File: config.mk
export PLATFORM = sky130hd
export DESIGN_NAME = tkm_front
export DESIGN_NICKNAME = d
export VERILOG_FILES = /design/src/rtl/tkm_pkg.sv /design/src/rtl/tkm_front.sv
export SDC_FILE = /design/constraint.sdc
export NUM_CORES = 1
export LEC_CHECK = 0
export ABC_AREA = 1
export ABC_CLOCK_PERIOD_IN_PS = 1800
export BUFFER_PORTS_ARGS = -buffer_cell sky130_fd_sc_hd__buf_2
export CAP_MARGIN = 20
export CORE_UTILIZATION = 40
export DETAILED_ROUTE_END_ITERATION = 8
export PLACE_DENSITY = 0.8
export SYNTH_ARGS = -nofsm -noshare
export SYNTH_HDL_FRONTEND = slang
export SYNTH_SLANG_ARGS = --single-unit
File: constraint.sdc
create_clock -name vclk -period 1.8
set_clock_uncertainty 0.15 [all_clocks]
set_input_delay 0.18 -clock vclk [all_inputs]
set_output_delay 0.18 -clock vclk [all_outputs]
set_load 0.01 [all_outputs]
File: src/rtl/tkm_pkg.sv
// Shared types and constants for the top-k magnitude pair selector.
package tkm_pkg;

    localparam int IDX_W   = 10;
    localparam int VAL_W   = 32;
    localparam int MAG_W   = 31;
    localparam int FRAC_W  = 17;
    localparam int TOTAL_W = 20;
    localparam int FRAC_BITS = 16;

    localparam int MAX_GENES_DEF = 1024;
    localparam int MAX_KEPT_DEF  = 64;

    localparam int QUEUE_DEPTH = 4;
    localparam int QPTR_W      = $clog2(QUEUE_DEPTH);

    localparam logic [FRAC_W-1:0]  FRAC_RESET = 17'd655;
    localparam logic [TOTAL_W-1:0] TOTAL_MAX  = '1;
    localparam logic [MAG_W-1:0]   MAG_MAX    = '1;

    typedef struct packed {
        logic [IDX_W-1:0]        row_index;
        logic [IDX_W-1:0]        col_index;
        logic signed [VAL_W-1:0] entry_value;
        logic                    last_entry;
    } t_in_item;

    typedef struct packed {
        logic [IDX_W-1:0]        pair_row;
        logic [IDX_W-1:0]        pair_col;
        logic signed [VAL_W-1:0] pair_value;
        logic [MAG_W-1:0]        pair_magnitude;
        logic                    last_pair;
    } t_out_item;

    // One kept pair as held in the sorted store.
    typedef struct packed {
        logic [IDX_W-1:0] row;
        logic [IDX_W-1:0] col;
        logic [VAL_W-1:0] val;
        logic [MAG_W-1:0] mag;
    } t_slot;

    // Classified item passed from the front to the back through the queue.
    typedef struct packed {
        t_slot slot;
        logic  is_pair;
        logic  last;
    } t_queue_item;

endpackage

File: src/rtl/tkm_front.sv
// Input side: accept matrix entries, keep upper-triangle pairs, form magnitudes.
module tkm_front #(
    parameter int MAX_GENES = tkm_pkg::MAX_GENES_DEF
) (
    input  logic                 i_in_valid,
    input  tkm_pkg::t_in_item    i_in_item,
    output logic                 o_in_stall,
    input  logic                 i_queue_full,
    output logic                 o_push,
    output tkm_pkg::t_queue_item o_push_item
);
    import tkm_pkg::*;

    logic             in_range;
    logic [VAL_W-1:0] val_u;
    logic [VAL_W-1:0] neg;
    logic [MAG_W-1:0] mag;

    // Indices are 10 bits wide; compare in 11 bits so MAX_GENES = 1024 works.
    assign in_range = ({1'b0, i_in_item.row_index} < (IDX_W+1)'(MAX_GENES))
                   && ({1'b0, i_in_item.col_index} < (IDX_W+1)'(MAX_GENES));

    assign val_u = i_in_item.entry_value;
    assign neg   = ~val_u + 32'd1;

    // Saturate the magnitude of the most negative value.
    always_comb begin
        if (val_u[VAL_W-1]) begin
            mag = neg[VAL_W-1] ? MAG_MAX : neg[MAG_W-1:0];
        end else begin
            mag = val_u[MAG_W-1:0];
        end
    end

    always_comb begin
        o_push_item.slot.row = i_in_item.row_index;
        o_push_item.slot.col = i_in_item.col_index;
        o_push_item.slot.val = val_u;
        o_push_item.slot.mag = mag;
        o_push_item.is_pair  = in_range && (i_in_item.col_index > i_in_item.row_index);
        o_push_item.last     = i_in_item.last_entry;
    end

    assign o_in_stall = i_queue_full;
    // Drop entries that are neither pairs nor end-of-matrix markers.
    assign o_push = i_in_valid && !i_queue_full
                 && (o_push_item.is_pair || o_push_item.last);

endmodule

# Word-level counts from Yosys, hierarchy flattened
# Index checks and enable logic that the tools add are counted.
dict set report classes {
  addsub 1
  mux 2
  n_reduce_logical 4
  bitwise_logic 1
  n_lt_le_gt_ge 1
}
# op count
set ops {}
lappend ops {{$mux W31} 2}
lappend ops {{$add A32 B1 Y32 const B} 1}
lappend ops {{$not A32 Y32} 1}
lappend ops {{$gt A10 B10 Y1} 1}
lappend ops {{$logic_and A1 B1 Y1} 2}
lappend ops {{$logic_not A1 Y1} 1}
lappend ops {{$logic_or A1 B1 Y1} 1}
dict set report word_totals {
  out_inout_bits 87
  inputBits 55
  ff_bits 0
  elab_cells 9
}

# Longest topological paths before layout
dict set report logic_depth {
  ltp_word 4
  ltp_mapped 10
  ltp_nobuf 10
}

# Worst setup path after synthesis
# Ideal clock, no wire load.
dict set report synth_timing {
  kind {input-to-output}
  from {input port i_in_item[1] (netlist bit)}
  to {output port o_push_item[26] (netlist bit)}
  arrival_time_ns 1.138
  path_stages 9
  path_slack_ns 0.332
  path_buffers 0
  required_time_ns 1.470
  path_cell_list {inv_1 -> ha_1 -> nand2_1 -> nor2_1 -> nand3b_1 -> nand2_1 -> nand2_1 -> nand2_1 -> nand3_1}
}
# item line_no
set synth_lines {}
lappend synth_lines {{from (decl)} tkm_front.sv:6} ;# input tkm_pkg::t_in_item i_in_item,
lappend synth_lines {{to (decl)} tkm_front.sv:10} ;# output tkm_pkg::t_queue_item o_push_item

==> results.cfg <==
[synth]
ys_seq_area_frac = 0
yosysUniqueCellTypes = 26
ys_warn_count = 0
synth_nets = 417
synth_cells = 351
synth_area_sq_um = 1880
syn_avg_cell_area_sq_um = 5.36

[layout]
multi_input_area_sq_um = 1350
final_common_cell = buf_2
flops_and_latches = 0
final_cells = 509
seq_area_sq_um = 0
fin_nets = 525
final_cell_mix = buf_2 (141), nand2_1 (88), nand3_1 (46)
clockBufferCount = 0
nFillCells = 474
syn_to_final_growth_pct = 33.7
final_util = 0.566
drive_gt1_frac = 0.473
antenna_cells = 0

[detailed_routing]
postRouteAntennaNets = 0
vias_per_cell = 4.87
wire_per_inst_um = 11.4
num_vias = 2479
wl_um = 5810
drtIter0Drc = 121
drtPass1Iterations = 6
drcViolationCount = 18

[pwr]
p_leak_nw = 1.51
p_comb_frac = 1.000
clkPwrFrac = 0
p_sw_w = 0.000337
seq_power_share = 0
max-vdd-ir-drop_mv = 0.102
p_sw_frac = 0.565
power_per_cell_area_nw_per_um2 = 237
internal-power_w = 0.000260

[floorplan]
ios = 142
dieWidth_um = 70.6
core-area_sq_um = 4440
start_util = 0.423
die_y_um = 70.6
die_area_sq_um = 4980
row_count = 24

[critical_path]
worst-setup-path-type = input port to output pin
cp.arrival_ns = 1.42
cp_data_required_time_ns = 1.47
critPathMaxFanout = 4
crit_path_start_kind = input port
end_kind = output pin

[placement]
place_hpwl_um = 4930
dp_cells = 508
io_buffers = 142
preCtsSetupSlack_ns = -0.0159
gp_congestion = 0.905

[sta]
rsz0062_at_grt = true
fin_crit_ns = 1.75
setup_slack_ns = 0.0528
finalCritPeriodShare = 0.971
worstMarginPinSlew_ns = 0.298
setup_viol = 0
relSlewSlack = 0.800
max_freq_mhz = 572
fin_hold_ws_ns = 0.408
hold_violations = 0
finalMaxSlewViolations = 0

[grt]
track_usage = 0.216
first_global_vias = 2096
grt_pass1_wl_um = 8940
antenna_found_initial = 0
grt_start_max_net_pins = 29
grt_overflow = 0

[hold_path]
hold_path_class = input port to output pin

[run_status]
status = complete, but fails checks
violations = design-rule violations

[job]
drv_cap = 0
[synthesized netlist by cell type (all sizes together)]
master / number / area, sq um
a21o: 2 / 17.5
a21oi: 4 / 31.3
buf: 60 / 457
clkbuf: 1 / 3.75
ha: 11 / 138
inv: 42 / 158
nand2: 97 / 372
nand3: 51 / 275
nand3b: 5 / 37.5
nand4: 5 / 31.3
nor2: 47 / 206
nor4: 2 / 12.5
o21ai: 11 / 55.1
o21bai: 1 / 7.51
or2: 9 / 56.3
or3: 1 / 6.26
xnor2: 1 / 8.76
xor2: 1 / 8.76
[cells by family (layout without fill, tap and decap cells)]
| logic type | after synthesis | after routing | share of synthesized area |
|---|---|---|---|
| simple gates | 217 | 217 | 0.530 |
| compound gates | 18 | 18 | 0.0592 |
| xor+xnor | 2 | 2 | 0.00931 |
| buf+inv | 103 | 209 | 0.328 |
| fa+ha+maj | 11 | 11 | 0.0731 |
[metrics by stage]
stage                     power (W)  area (sq um)  TNS [ns]
after CTS                  0.000577          2400         0
after global placement     0.000567          2400         0
final                      0.000597          2520         0
after floorplan            0.000369          1880         0
after detailed placement   0.000574          2400   -0.0159
after global routing       0.000662          2520    -0.192
[worst max-delay path, stage by stage]
cell     delay, ns
buf_2         0.11
inv_2         0.07
buf_4         0.11
nand2_2       0.08
nor2_4        0.14
nand2_2       0.09
nor2_4        0.13
nand2_1       0.10
buf_4         0.18
nand3_1       0.09
buf_2         0.13
[layout make-up]
cell class	count	area share
multi-input cells	248	0.538
inverters	42	0.0627
well taps	52	0.0259
repair buffers	167	0.374
[power groups by stage]
stage,Sequential (W),Clock (W),Combinational [W]
finish,0,0,0.000597
global placement,0,0,0.000567
detailed placement,0,0,0.000574
CTS,0,0,0.000577
floorplan,0,0,0.000369
global route,0,0,0.000662
[timing repair]
action                                  4_1_cts  5_1_grt
endpoints found under the setup margin        1       31
resized for setup                             1       34
buffers inserted                              0        1
pin swaps                                     0        7
hold buffers                                  0        0
[path summary, 6_finish.rpt]
check                          from               to  slack [ns]  cells past startpoint
worst max-delay path   i_in_item[1]  o_push_item[19]        0.05                     11
worst min-delay path  i_in_item[50]  o_push_item[82]        0.41                      2
[layer usage]
layer | track usage | wire length [um] | vias to the layer above
met5 | 0 | 0 | -
met4 | 0.0311 | 44 | 0
met3 | 0.0128 | 345 | 4
li1 | - | - | 1267
met2 | 0.413 | 2870 | 103
met1 | 0.270 | 2550 | 1105
Power figures use the tool's default switching activity.
