### src/rtl/tkm_pkg.sv
// Shared types and constants for the top-k magnitude pair selector.
package tkm_pkg;

    localparam int IDX_W   = 10;
    localparam int VAL_W   = 32;
    localparam int MAG_W   = 31;
    localparam int FRAC_W  = 17;
    localparam int TOTAL_W = 20;
    localparam int FRAC_BITS = 16;

    localparam int MAX_GENES_DEF = 1024;
    localparam int MAX_KEPT_DEF  = 64;

    localparam int QUEUE_DEPTH = 4;
    localparam int QPTR_W      = $clog2(QUEUE_DEPTH);

    localparam logic [FRAC_W-1:0]  FRAC_RESET = 17'd655;
    localparam logic [TOTAL_W-1:0] TOTAL_MAX  = '1;
    localparam logic [MAG_W-1:0]   MAG_MAX    = '1;

    typedef struct packed {
        logic [IDX_W-1:0]        row_index;
        logic [IDX_W-1:0]        col_index;
        logic signed [VAL_W-1:0] entry_value;
        logic                    last_entry;
    } t_in_item;

    typedef struct packed {
        logic [IDX_W-1:0]        pair_row;
        logic [IDX_W-1:0]        pair_col;
        logic signed [VAL_W-1:0] pair_value;
        logic [MAG_W-1:0]        pair_magnitude;
        logic                    last_pair;
    } t_out_item;

    // One kept pair as held in the sorted store.
    typedef struct packed {
        logic [IDX_W-1:0] row;
        logic [IDX_W-1:0] col;
        logic [VAL_W-1:0] val;
        logic [MAG_W-1:0] mag;
    } t_slot;

    // Classified item passed from the front to the back through the queue.
    typedef struct packed {
        t_slot slot;
        logic  is_pair;
        logic  last;
    } t_queue_item;

endpackage

### src/rtl/tkm_queue.sv
// Small FIFO between the classifying front and the sorting back.
module tkm_queue (
    input  logic                 i_clk,
    input  logic                 i_rst_n,
    input  logic                 i_push,
    input  tkm_pkg::t_queue_item i_push_item,
    output logic                 o_full,
    input  logic                 i_pop,
    output logic                 o_empty,
    output tkm_pkg::t_queue_item o_head
);
    import tkm_pkg::*;

    t_queue_item       r_mem [QUEUE_DEPTH];
    logic [QPTR_W-1:0] r_wr_ptr, n_wr_ptr;
    logic [QPTR_W-1:0] r_rd_ptr, n_rd_ptr;
    logic [QPTR_W:0]   r_fill, n_fill;
    logic              do_push, do_pop;

    assign o_full  = (r_fill == (QPTR_W+1)'(QUEUE_DEPTH));
    assign o_empty = (r_fill == '0);
    assign o_head  = r_mem[r_rd_ptr];
    assign do_push = i_push && !o_full;
    assign do_pop  = i_pop && !o_empty;

    always_comb begin
        n_wr_ptr = do_push ? r_wr_ptr + 1'b1 : r_wr_ptr;
        n_rd_ptr = do_pop ? r_rd_ptr + 1'b1 : r_rd_ptr;
        n_fill   = r_fill;
        if (do_push && !do_pop) begin
            n_fill = r_fill + 1'b1;
        end else if (do_pop && !do_push) begin
            n_fill = r_fill - 1'b1;
        end
    end

    always_ff @(posedge i_clk) begin
        if (!i_rst_n) begin
            r_wr_ptr <= '0;
            r_rd_ptr <= '0;
            r_fill   <= '0;
        end else begin
            r_wr_ptr <= n_wr_ptr;
            r_rd_ptr <= n_rd_ptr;
            r_fill   <= n_fill;
        end
    end

    always_ff @(posedge i_clk) begin
        if (do_push) begin
            r_mem[r_wr_ptr] <= i_push_item;
        end
    end

endmodule

### config.mk
export PLATFORM = sky130hd
export DESIGN_NAME = tkm_queue
export DESIGN_NICKNAME = d
export VERILOG_FILES = /design/src/rtl/tkm_pkg.sv /design/src/rtl/tkm_queue.sv
export SDC_FILE = /design/constraint.sdc
export NUM_CORES = 1
export LEC_CHECK = 0
export ABC_AREA = 1
export BUFFER_PORTS_ARGS = -buffer_cell sky130_fd_sc_hd__buf_4
export CAP_MARGIN = 10
export CORE_AREA = 2 2 165 167
export CTS_CLUSTER_SIZE = 12
export DETAILED_ROUTE_END_ITERATION = 10
export DIE_AREA = 0 0 167 169
export PLACE_DENSITY_LB_ADDON = 0.05
export SETUP_SLACK_MARGIN = 0.1
export SLEW_MARGIN = 10
export SYNTH_ARGS = -nofsm -noshare
export SYNTH_HDL_FRONTEND = slang
export SYNTH_SLANG_ARGS = --single-unit
### constraint.sdc
create_clock -name i_clk -period 11.1 [get_ports i_clk]
set_input_delay 2.22 -clock i_clk [delete_from_list [all_inputs] [get_ports i_clk]]
set_output_delay 2.22 -clock i_clk [all_outputs]
set_load 0.005 [all_outputs]
# --- Word level (Yosys, flattened, before mapping) ---
# Memories as Yosys holds them, arrays and structs flattened. A register that Yosys moved wholly into a read port is not among the register bits.
# Cells that the tools add are included.
op_classes:
  addsub: 4
  eq_ne: 1
  muxes: 6
  n_reduce_logical: 10
op_table:
  columns: ["op", "count"]
  rows:
  - ["$mux W3", 2]
  - ["$add A2 B1 Y2 const B", 2]
  - ["$logic_and A1 B1 Y1", 4]
  - ["$logic_not A1 Y1", 4]
  - ["$mux W2", 2]
  - ["$add A3 B1 Y3 const B", 1]
  - ["$eq A3 B3 Y1 const B", 1]
  - ["$logic_not A3 Y1", 1]
  - ["$sub A3 B1 Y3 const B", 1]
  - ["$mux W1", 2]
  - ["$reduce_bool A2 Y1", 1]
word_totals:
  reg_bits: 7
  ramBits: 340
  in_bits: 89
  wordCells: 25
  mem_count: 1
memory_table:
  columns: ["memory", "depth", "width", "read_ports", "rd_ports_with_merged_regs", "write_ports", "line_no", "rtl"]
  rows:
  - ["r_mem", 4, 85, 1, 1, 1, "tkm_queue.sv:14", "t_queue_item r_mem [QUEUE_DEPTH];"]

# --- Longest topological paths before layout ---
# Gate-level depths: netlist of the first run.
logic_depth:
  word_depth: 7
  ltp_mapped: 13

# --- Least setup slack after synthesis of the first run ---
# Ideal clock, no wire load.
synth_path:
  path_type: "in2reg"
  startpoint: "input port i_push"
  endpoint: "memory r_mem[0][0] (netlist name) (enable)"
  setup_time_ns: 0.529
  arrival_time_ns: 5.874
  required_time_ns: 10.571
  slack_ns: 4.697
  cell_stages: 2
  n_path_buf: 0
  cell_sequence: "nand2_1 > nor2_1"
synth_via:
  elab_chain_cells: 3
synth_lines:
  columns: ["element", "line_no", "rtl"]
  rows:
  - ["start, declared", "tkm_queue.sv:5", "input logic i_push,"]
  - ["$logic_and A1 B1 Y1", "tkm_queue.sv:23", "assign do_push = i_push && !o_full;"]
  - ["$mux W1", "tkm_queue.sv:50", "if (do_push) begin"]
  - ["$mux W1 (not written as such)", "tkm_queue.sv:51", "r_mem[r_wr_ptr] <= i_push_item;"]
  - ["end, declared", "tkm_queue.sv:14", null]
# No other way between the ends.

==> flow_summary.toml, run 1 <==
[run_status]
status = "complete, no violations"

[yosys]
ys_types = 21
syn_avg_cell_area_sq_um = 14.6
ys_seq_area_share_pct = 79.6
netlist_instances = 892
async_reset_ff_share_pct = 0
synth-edff-count = 340
syn_nets = 987
ys_ff_latch = 349
synth_top_flop_cell = "edfxtp_1"
syn_area_sq_um = 13100
yosys_warnings = 0

[place]
dp_hpwl_microns = 14600
placed_area_sq_um = 14600
gp_congestion = 0.717
port_buffers = 175

[sta]
fin_crit_sh_pct = 49.2
skew_ns = 0.00836
whs_ns = 0.508
hold_viol_final = 0
period_minus_slack_ns = 5.47
clock.fmax_ghz = 0.183
worst_slew_pin_slew_ns = 1.04
tns_ns = 0
setup_violations = 0
finalMaxSlewViolations = 0
slew_headroom_pct = 30.5
rsz0062_at_grt = "no"

[route]
drt_wl_total_microns = 27300
vias = 7688
ant_nets = 0
post_drt_wl_per_cell_microns = 19.1
vias_per_cell = 5.38
firstDrtPassIters = 5
drt_iter0_drc = 577
drc = 0

[finish]
drive_gt1_share_pct = 21.7
postLayoutCellArea_sq_um = 15700
antenna_cells = 0
nFillCells = 2101
nets = 1157
syn2layout_area_growth_pct = 20.2

[setup_path]
crit_family = "buffers and inverters"
cpMostUsedCell = "buf_4"
endpoint_kind = "output pin"
crit_chain = "inv_4 -> buf_4 -> o21ai_0 -> o22ai_1 -> buf_4"
crit_buf_inv = 3
cp-start-kind = "flop"
cp_data_required_time_ns = 8.88
path_class = "flop to output pin"
cp_slowest_stage_delay_ns = 0.79
crit_arrival_ns = 3.25
crit_path_top_delay_cell = "buf_4"
cp_max_fo = 90

[pwr]
power_density_nw_per_um2 = 230
finalPower_mw = 3.60
p_sw_share_pct = 27.5
power.switching_mw = 0.992
power_frac_seq_pct = 46.3
p_leak_nw = 5.50
combinationalPowerShare_pct = 22.3
p_clk_share_pct = 31.4
irDropWorstVdd_uv = 135
intPower_mw = 2.61

[floorplanning]
dieArea_sq_um = 28200
core-area_sq_um = 26500
row_count = 60
fp.dieW_microns = 167
ios = 176
start_util_pct = 49.2
fp.dieH_microns = 169

[global_routing]
antenna_found_initial = 0
grt_overflow = 0
grt_pass1_vias = 7360
grt_max_degree = 91
grt_first_pass_wirelength_microns = 41200
grt.total_usage_pct = 18.9

[cts]
cts_resized = 0
postCtsSetupBuffers = 0
cts_hold_buf = 0
h-tree-depth = 2
cts_num_sinks = 349
cts_buffers = 37
clockBufferDepth = 3
worst_skew_pair.late_latency_ns = 0.51
cts-root-buf = "clkbuf_16"
clk_pin_slew_worst_paths_ns = 0.05
cts_tree = "built"

[flow_run]
cap_violations = 0

[min_path]
hold_class = "flop to flop"
==> flip-flops by register name, summed over array words and instances, names as in the netlist, named ones only <==
signal,count
r_wr_ptr,2
r_fill,3
r_rd_ptr,2
r_mem,340
==> per-layer routing <==
metal	global-route usage, %	share of wire [%]	vias to the layer above
met5	0	0	-
met2	30.7	47	194
met4	6.33	2.7	0
li1	-	-	3690
met1	25.0	43	3753
met3	4.98	6.5	51
==> per-stage QoR <==
stage / std cells / setup slack (ns) / util [%]
after floorplan: 892 / 4.70 / -
after global placement: 1364 / 6.14 / 55.0
after detailed placement: 1364 / 6.09 / 55.0
after CTS: 1428 / 5.54 / 59.2
after global routing: 1428 / 5.25 / 59.2
final: 1428 / 5.63 / 59.2
==> worst paths after layout <==
check                      startpoint                endpoint  slack, ns  depth (start not counted)
min          r_rd_ptr[1]$_SDFFE_PN0P_                    flop       0.51                          2
max                              flop              o_head[48]       5.63                          5
min reg2reg  r_rd_ptr[1]$_SDFFE_PN0P_                    flop       0.51                          2
max reg2reg    r_fill[0]$_SDFFE_PN0P_  r_mem[2][63]$_DFFE_PP_       8.25                          6
==> cell usage after synthesis (2+ instances only) <==
master    instances  area share (%)
a21oi_1           3            0.12
buf_2             2           0.077
buf_4             2            0.12
buf_6            12             1.0
clkbuf_1         38             1.1
dfxtp_1           9             1.4
edfxtp_1        340              78
ha_1              5            0.48
inv_1            16            0.46
nand2_1          15            0.43
nand3_1           4            0.15
nor2_1          184             5.3
o21ai_0         148             5.7
o21ai_1          23            0.88
o22ai_1          85             4.1
==> worst min-delay path, delay by kind of cell, from the launching register on <==
kind	cells	cell delay (ns)
AND/OR/NAND/NOR	1	0.07
AO/OA/AOI/OAI	1	0.07
flip-flops	1	0.32
==> placed cells by master, fill, tap and decap left out, types with 3 or more instances in the layout <==
master,n
o21ai_0,148
buf_4,186
clkbuf_1,18
o21ai_1,23
clkbuf_16,39
nand2_1,15
a21oi_1,3
clkinv_1,4
o22ai_1,85
nor2_4,4
nor2_1,180
ha_1,5
inv_1,16
edfxtp_1,340
nand3_1,4
dfxtp_1,7
==> final cells by class <==
class                           instances  area [sq um]  share of cell area, %
Clock inverter                          7          62.6                  0.399
Timing Repair Buffer                  186          1400                   8.90
Multi-Input combinational cell        470          2300                   14.6
Sequential cell                       349         10400                   66.2
Tap cell                              341           427                   2.72
Clock buffer                           57          1040                   6.65
Inverter                               18          70.1                  0.446
==> cell families (layout without fill, tap and decap cells) <==
family / after synthesis / count (layout) / share of synthesized area, %
AO/OA/AOI/OAI: 259 / 259 / 10.7
XOR/XNOR: 1 / 1 / 0.0671
buffers and inverters: 73 / 268 / 3.01
AND/OR/NAND/NOR: 204 / 204 / 5.93
flip-flops: 349 / 349 / 79.6
adder cells (fa/ha/maj): 6 / 6 / 0.633
==> power by group through the flow <==
stage          clock, mW  sequential [mW]  combinational [mW]
2_1_floorplan          0             1.67               0.457
3_3_place_gp           0             1.70               0.811
3_5_place_dp           0             1.70               0.820
4_1_cts             1.15             1.67               0.823
5_1_grt             1.21             1.68               0.895
6_report            1.13             1.67               0.804
Note: power is estimated with default switching activity, not from simulation.
==> inputs of run 2 (changes only) <==
clock period = 5.4 ns   (was 11.1 ns; I/O delays follow)
==> run 2 against run 1 <==
Against the previous run: combinational power grew 110%; critical path type unchanged; register-to-register slack got worse by 5.1 ns; routed wire length rose by 0.88%; utilization is 0.23 points higher; worst hold slack lost 0.0084 ns; design area rose by 0.38%; cell count is 0.14% higher; largest power group unchanged; die area stayed put.
==> flow_summary.toml, run 2 (synthesized netlist as in run 1, its figures left out) <==
[cts]
clk_pin_slew_worst_paths_ns = 0.06
cts_num_sinks = 349
cts-root-buf = "clkbuf_16"
cts_buffers = 38
h-tree-depth = 2
cts_tree = "built"
clockBufferDepth = 3
postCtsSetupBuffers = 0
cts_resized = 0
cts_hold_buf = 0
worst_skew_pair.late_latency_ns = 0.51

[floorplanning]
fp.dieH_microns = 169
start_util_pct = 49.2
fp.dieW_microns = 167
core-area_sq_um = 26500
dieArea_sq_um = 28200
row_count = 60
ios = 176

[min_path]
min_from = "r_rd_ptr[1]$_SDFFE_PN0P_"
hold_depth = 2
hold_class = "flop to flop"

[sta]
slew_headroom_pct = 25.0
tns_ns = 0
period_minus_slack_ns = 4.05
setup_violations = 0
skew_ns = 0.00714
worst_slew_pin_slew_ns = 1.12
fin_crit_sh_pct = 75.0
rsz0062_at_grt = "no"
finalMaxSlewViolations = 0
clock.fmax_ghz = 0.247
hold_viol_final = 0
whs_ns = 0.499
fin_ws_ns = 1.35

[global_routing]
grt_pass1_vias = 7650
grt_first_pass_wirelength_microns = 42100
grt_max_degree = 113
grt_overflow = 0
antenna_found_initial = 1
grt.total_usage_pct = 19.1

[finish]
syn2layout_area_growth_pct = 20.7
nets = 1158
drive_gt1_share_pct = 22.1
top_regs = "r_mem: 340 flops, r_fill: 3 flops"
largest_register_ffs = 340
fin_cells = 1430
top_register = "r_mem"
final_cell_mix = "340 x edfxtp_1, 183 x buf_4, 180 x nor2_1"
final_common_cell = "edfxtp_1"

[setup_path]
r2r-end = "r_mem[1][45]$_DFFE_PP_"
cp_data_required_time_ns = 4.32
reg2reg_depth = 5
crit_chain = "buf_4 -> o21ai_0 -> o22ai_1 -> buf_4"
r2r_slack_ns = 3.15
endpoint_kind = "output pin"
cp-start-kind = "flop"
path_class = "flop to output pin"
cpMostUsedCell = "buf_4"
r2r-start = "r_fill[0]$_SDFFE_PN0P_"
cp_slowest_stage_delay_ns = 0.96
cp_max_fo = 112
crit_family = "buffers and inverters"
crit_path_top_delay_cell = "buf_4"
crit_buf_inv = 2
crit_arrival_ns = 2.97

[pwr]
finalPower_mw = 7.45
p_leak_nw = 5.53
power_density_nw_per_um2 = 473
irDropWorstVdd_uv = 303

[route]
drt_wl_total_microns = 27500
ant_nets = 0
drc = 0
vias = 7688
firstDrtPassIters = 5
post_drt_wl_per_cell_microns = 19.2
drt_iter0_drc = 603
vias_per_cell = 5.38

[place]
place_ws_ns = 1.80
dp_hpwl_microns = 14900
dpl.cell_count = 1364
port_buffers = 175
gp_congestion = 0.708

[run_status]
status = "complete, no violations"

[flow_run]
cap_violations = 0
## run 2: changes by cell type in the layout (fill, tap and decap cells not counted), sizes merged
| cell | change |
|---|---|
| bufinv | -1 |
| inv | -2 |
| clkinv | +4 |
| diode | +1 |
## run 2: final cells by class
class | count | area [sq um]
well taps | 341 | 427
clock buffers | 57 | 1090
multi-input cells | 470 | 2300
inverters | 18 | 70.1
clock inverters | 8 | 40.0
fillers | 2132 | 10700
diodes | 1 | 2.50
flip-flops and latches | 349 | 10400
repair buffers | 186 | 1430
## run 2: tightest hold or removal path, cell delays in order, from the launching register on
cell     delay [ns]
dfxtp_1        0.32
nand2_1        0.07
a21oi_1        0.06
## run 2: worst max-delay path by stage
stage | startpoint | to | slack [ns] | depth (start not counted)
6_report | flop | o_head[10] | 1.35 | 4
4_1_cts | flop | o_head[10] | 1.25 | 4
3_5_place_dp | flop | o_head[10] | 1.80 | 4
2_1_floorplan | i_push | r_mem[0][0]$_DFFE_PP_ | 0.14 | 2
5_1_grt | flop | o_head[80] | 1.12 | 4
3_3_place_gp | flop | o_head[10] | 1.90 | 4
## run 2: power breakdown
part	internal, mW	total [mW]	switching [mW]
Sequential	3.29	3.40	0.107
Combinational	0.710	1.71	0.997
Clock	1.38	2.35	0.964
## run 2: per-stage QoR
stage	cell area, sq um	utilization (%)
after global placement	14600	55.2
after CTS	15800	59.4
final	15800	59.4
after global routing	15800	59.4
after floorplan	13100	-
after detailed placement	14600	55.2
## run 2: per-layer routing
layer | share of wire, % | up-vias | track usage (%)
li1 | - | 3687 | -
met4 | 1.3 | 0 | 4.05
met5 | 0 | - | 0
met3 | 5.8 | 26 | 4.19
met1 | 44 | 3769 | 26.4
met2 | 49 | 206 | 31.6
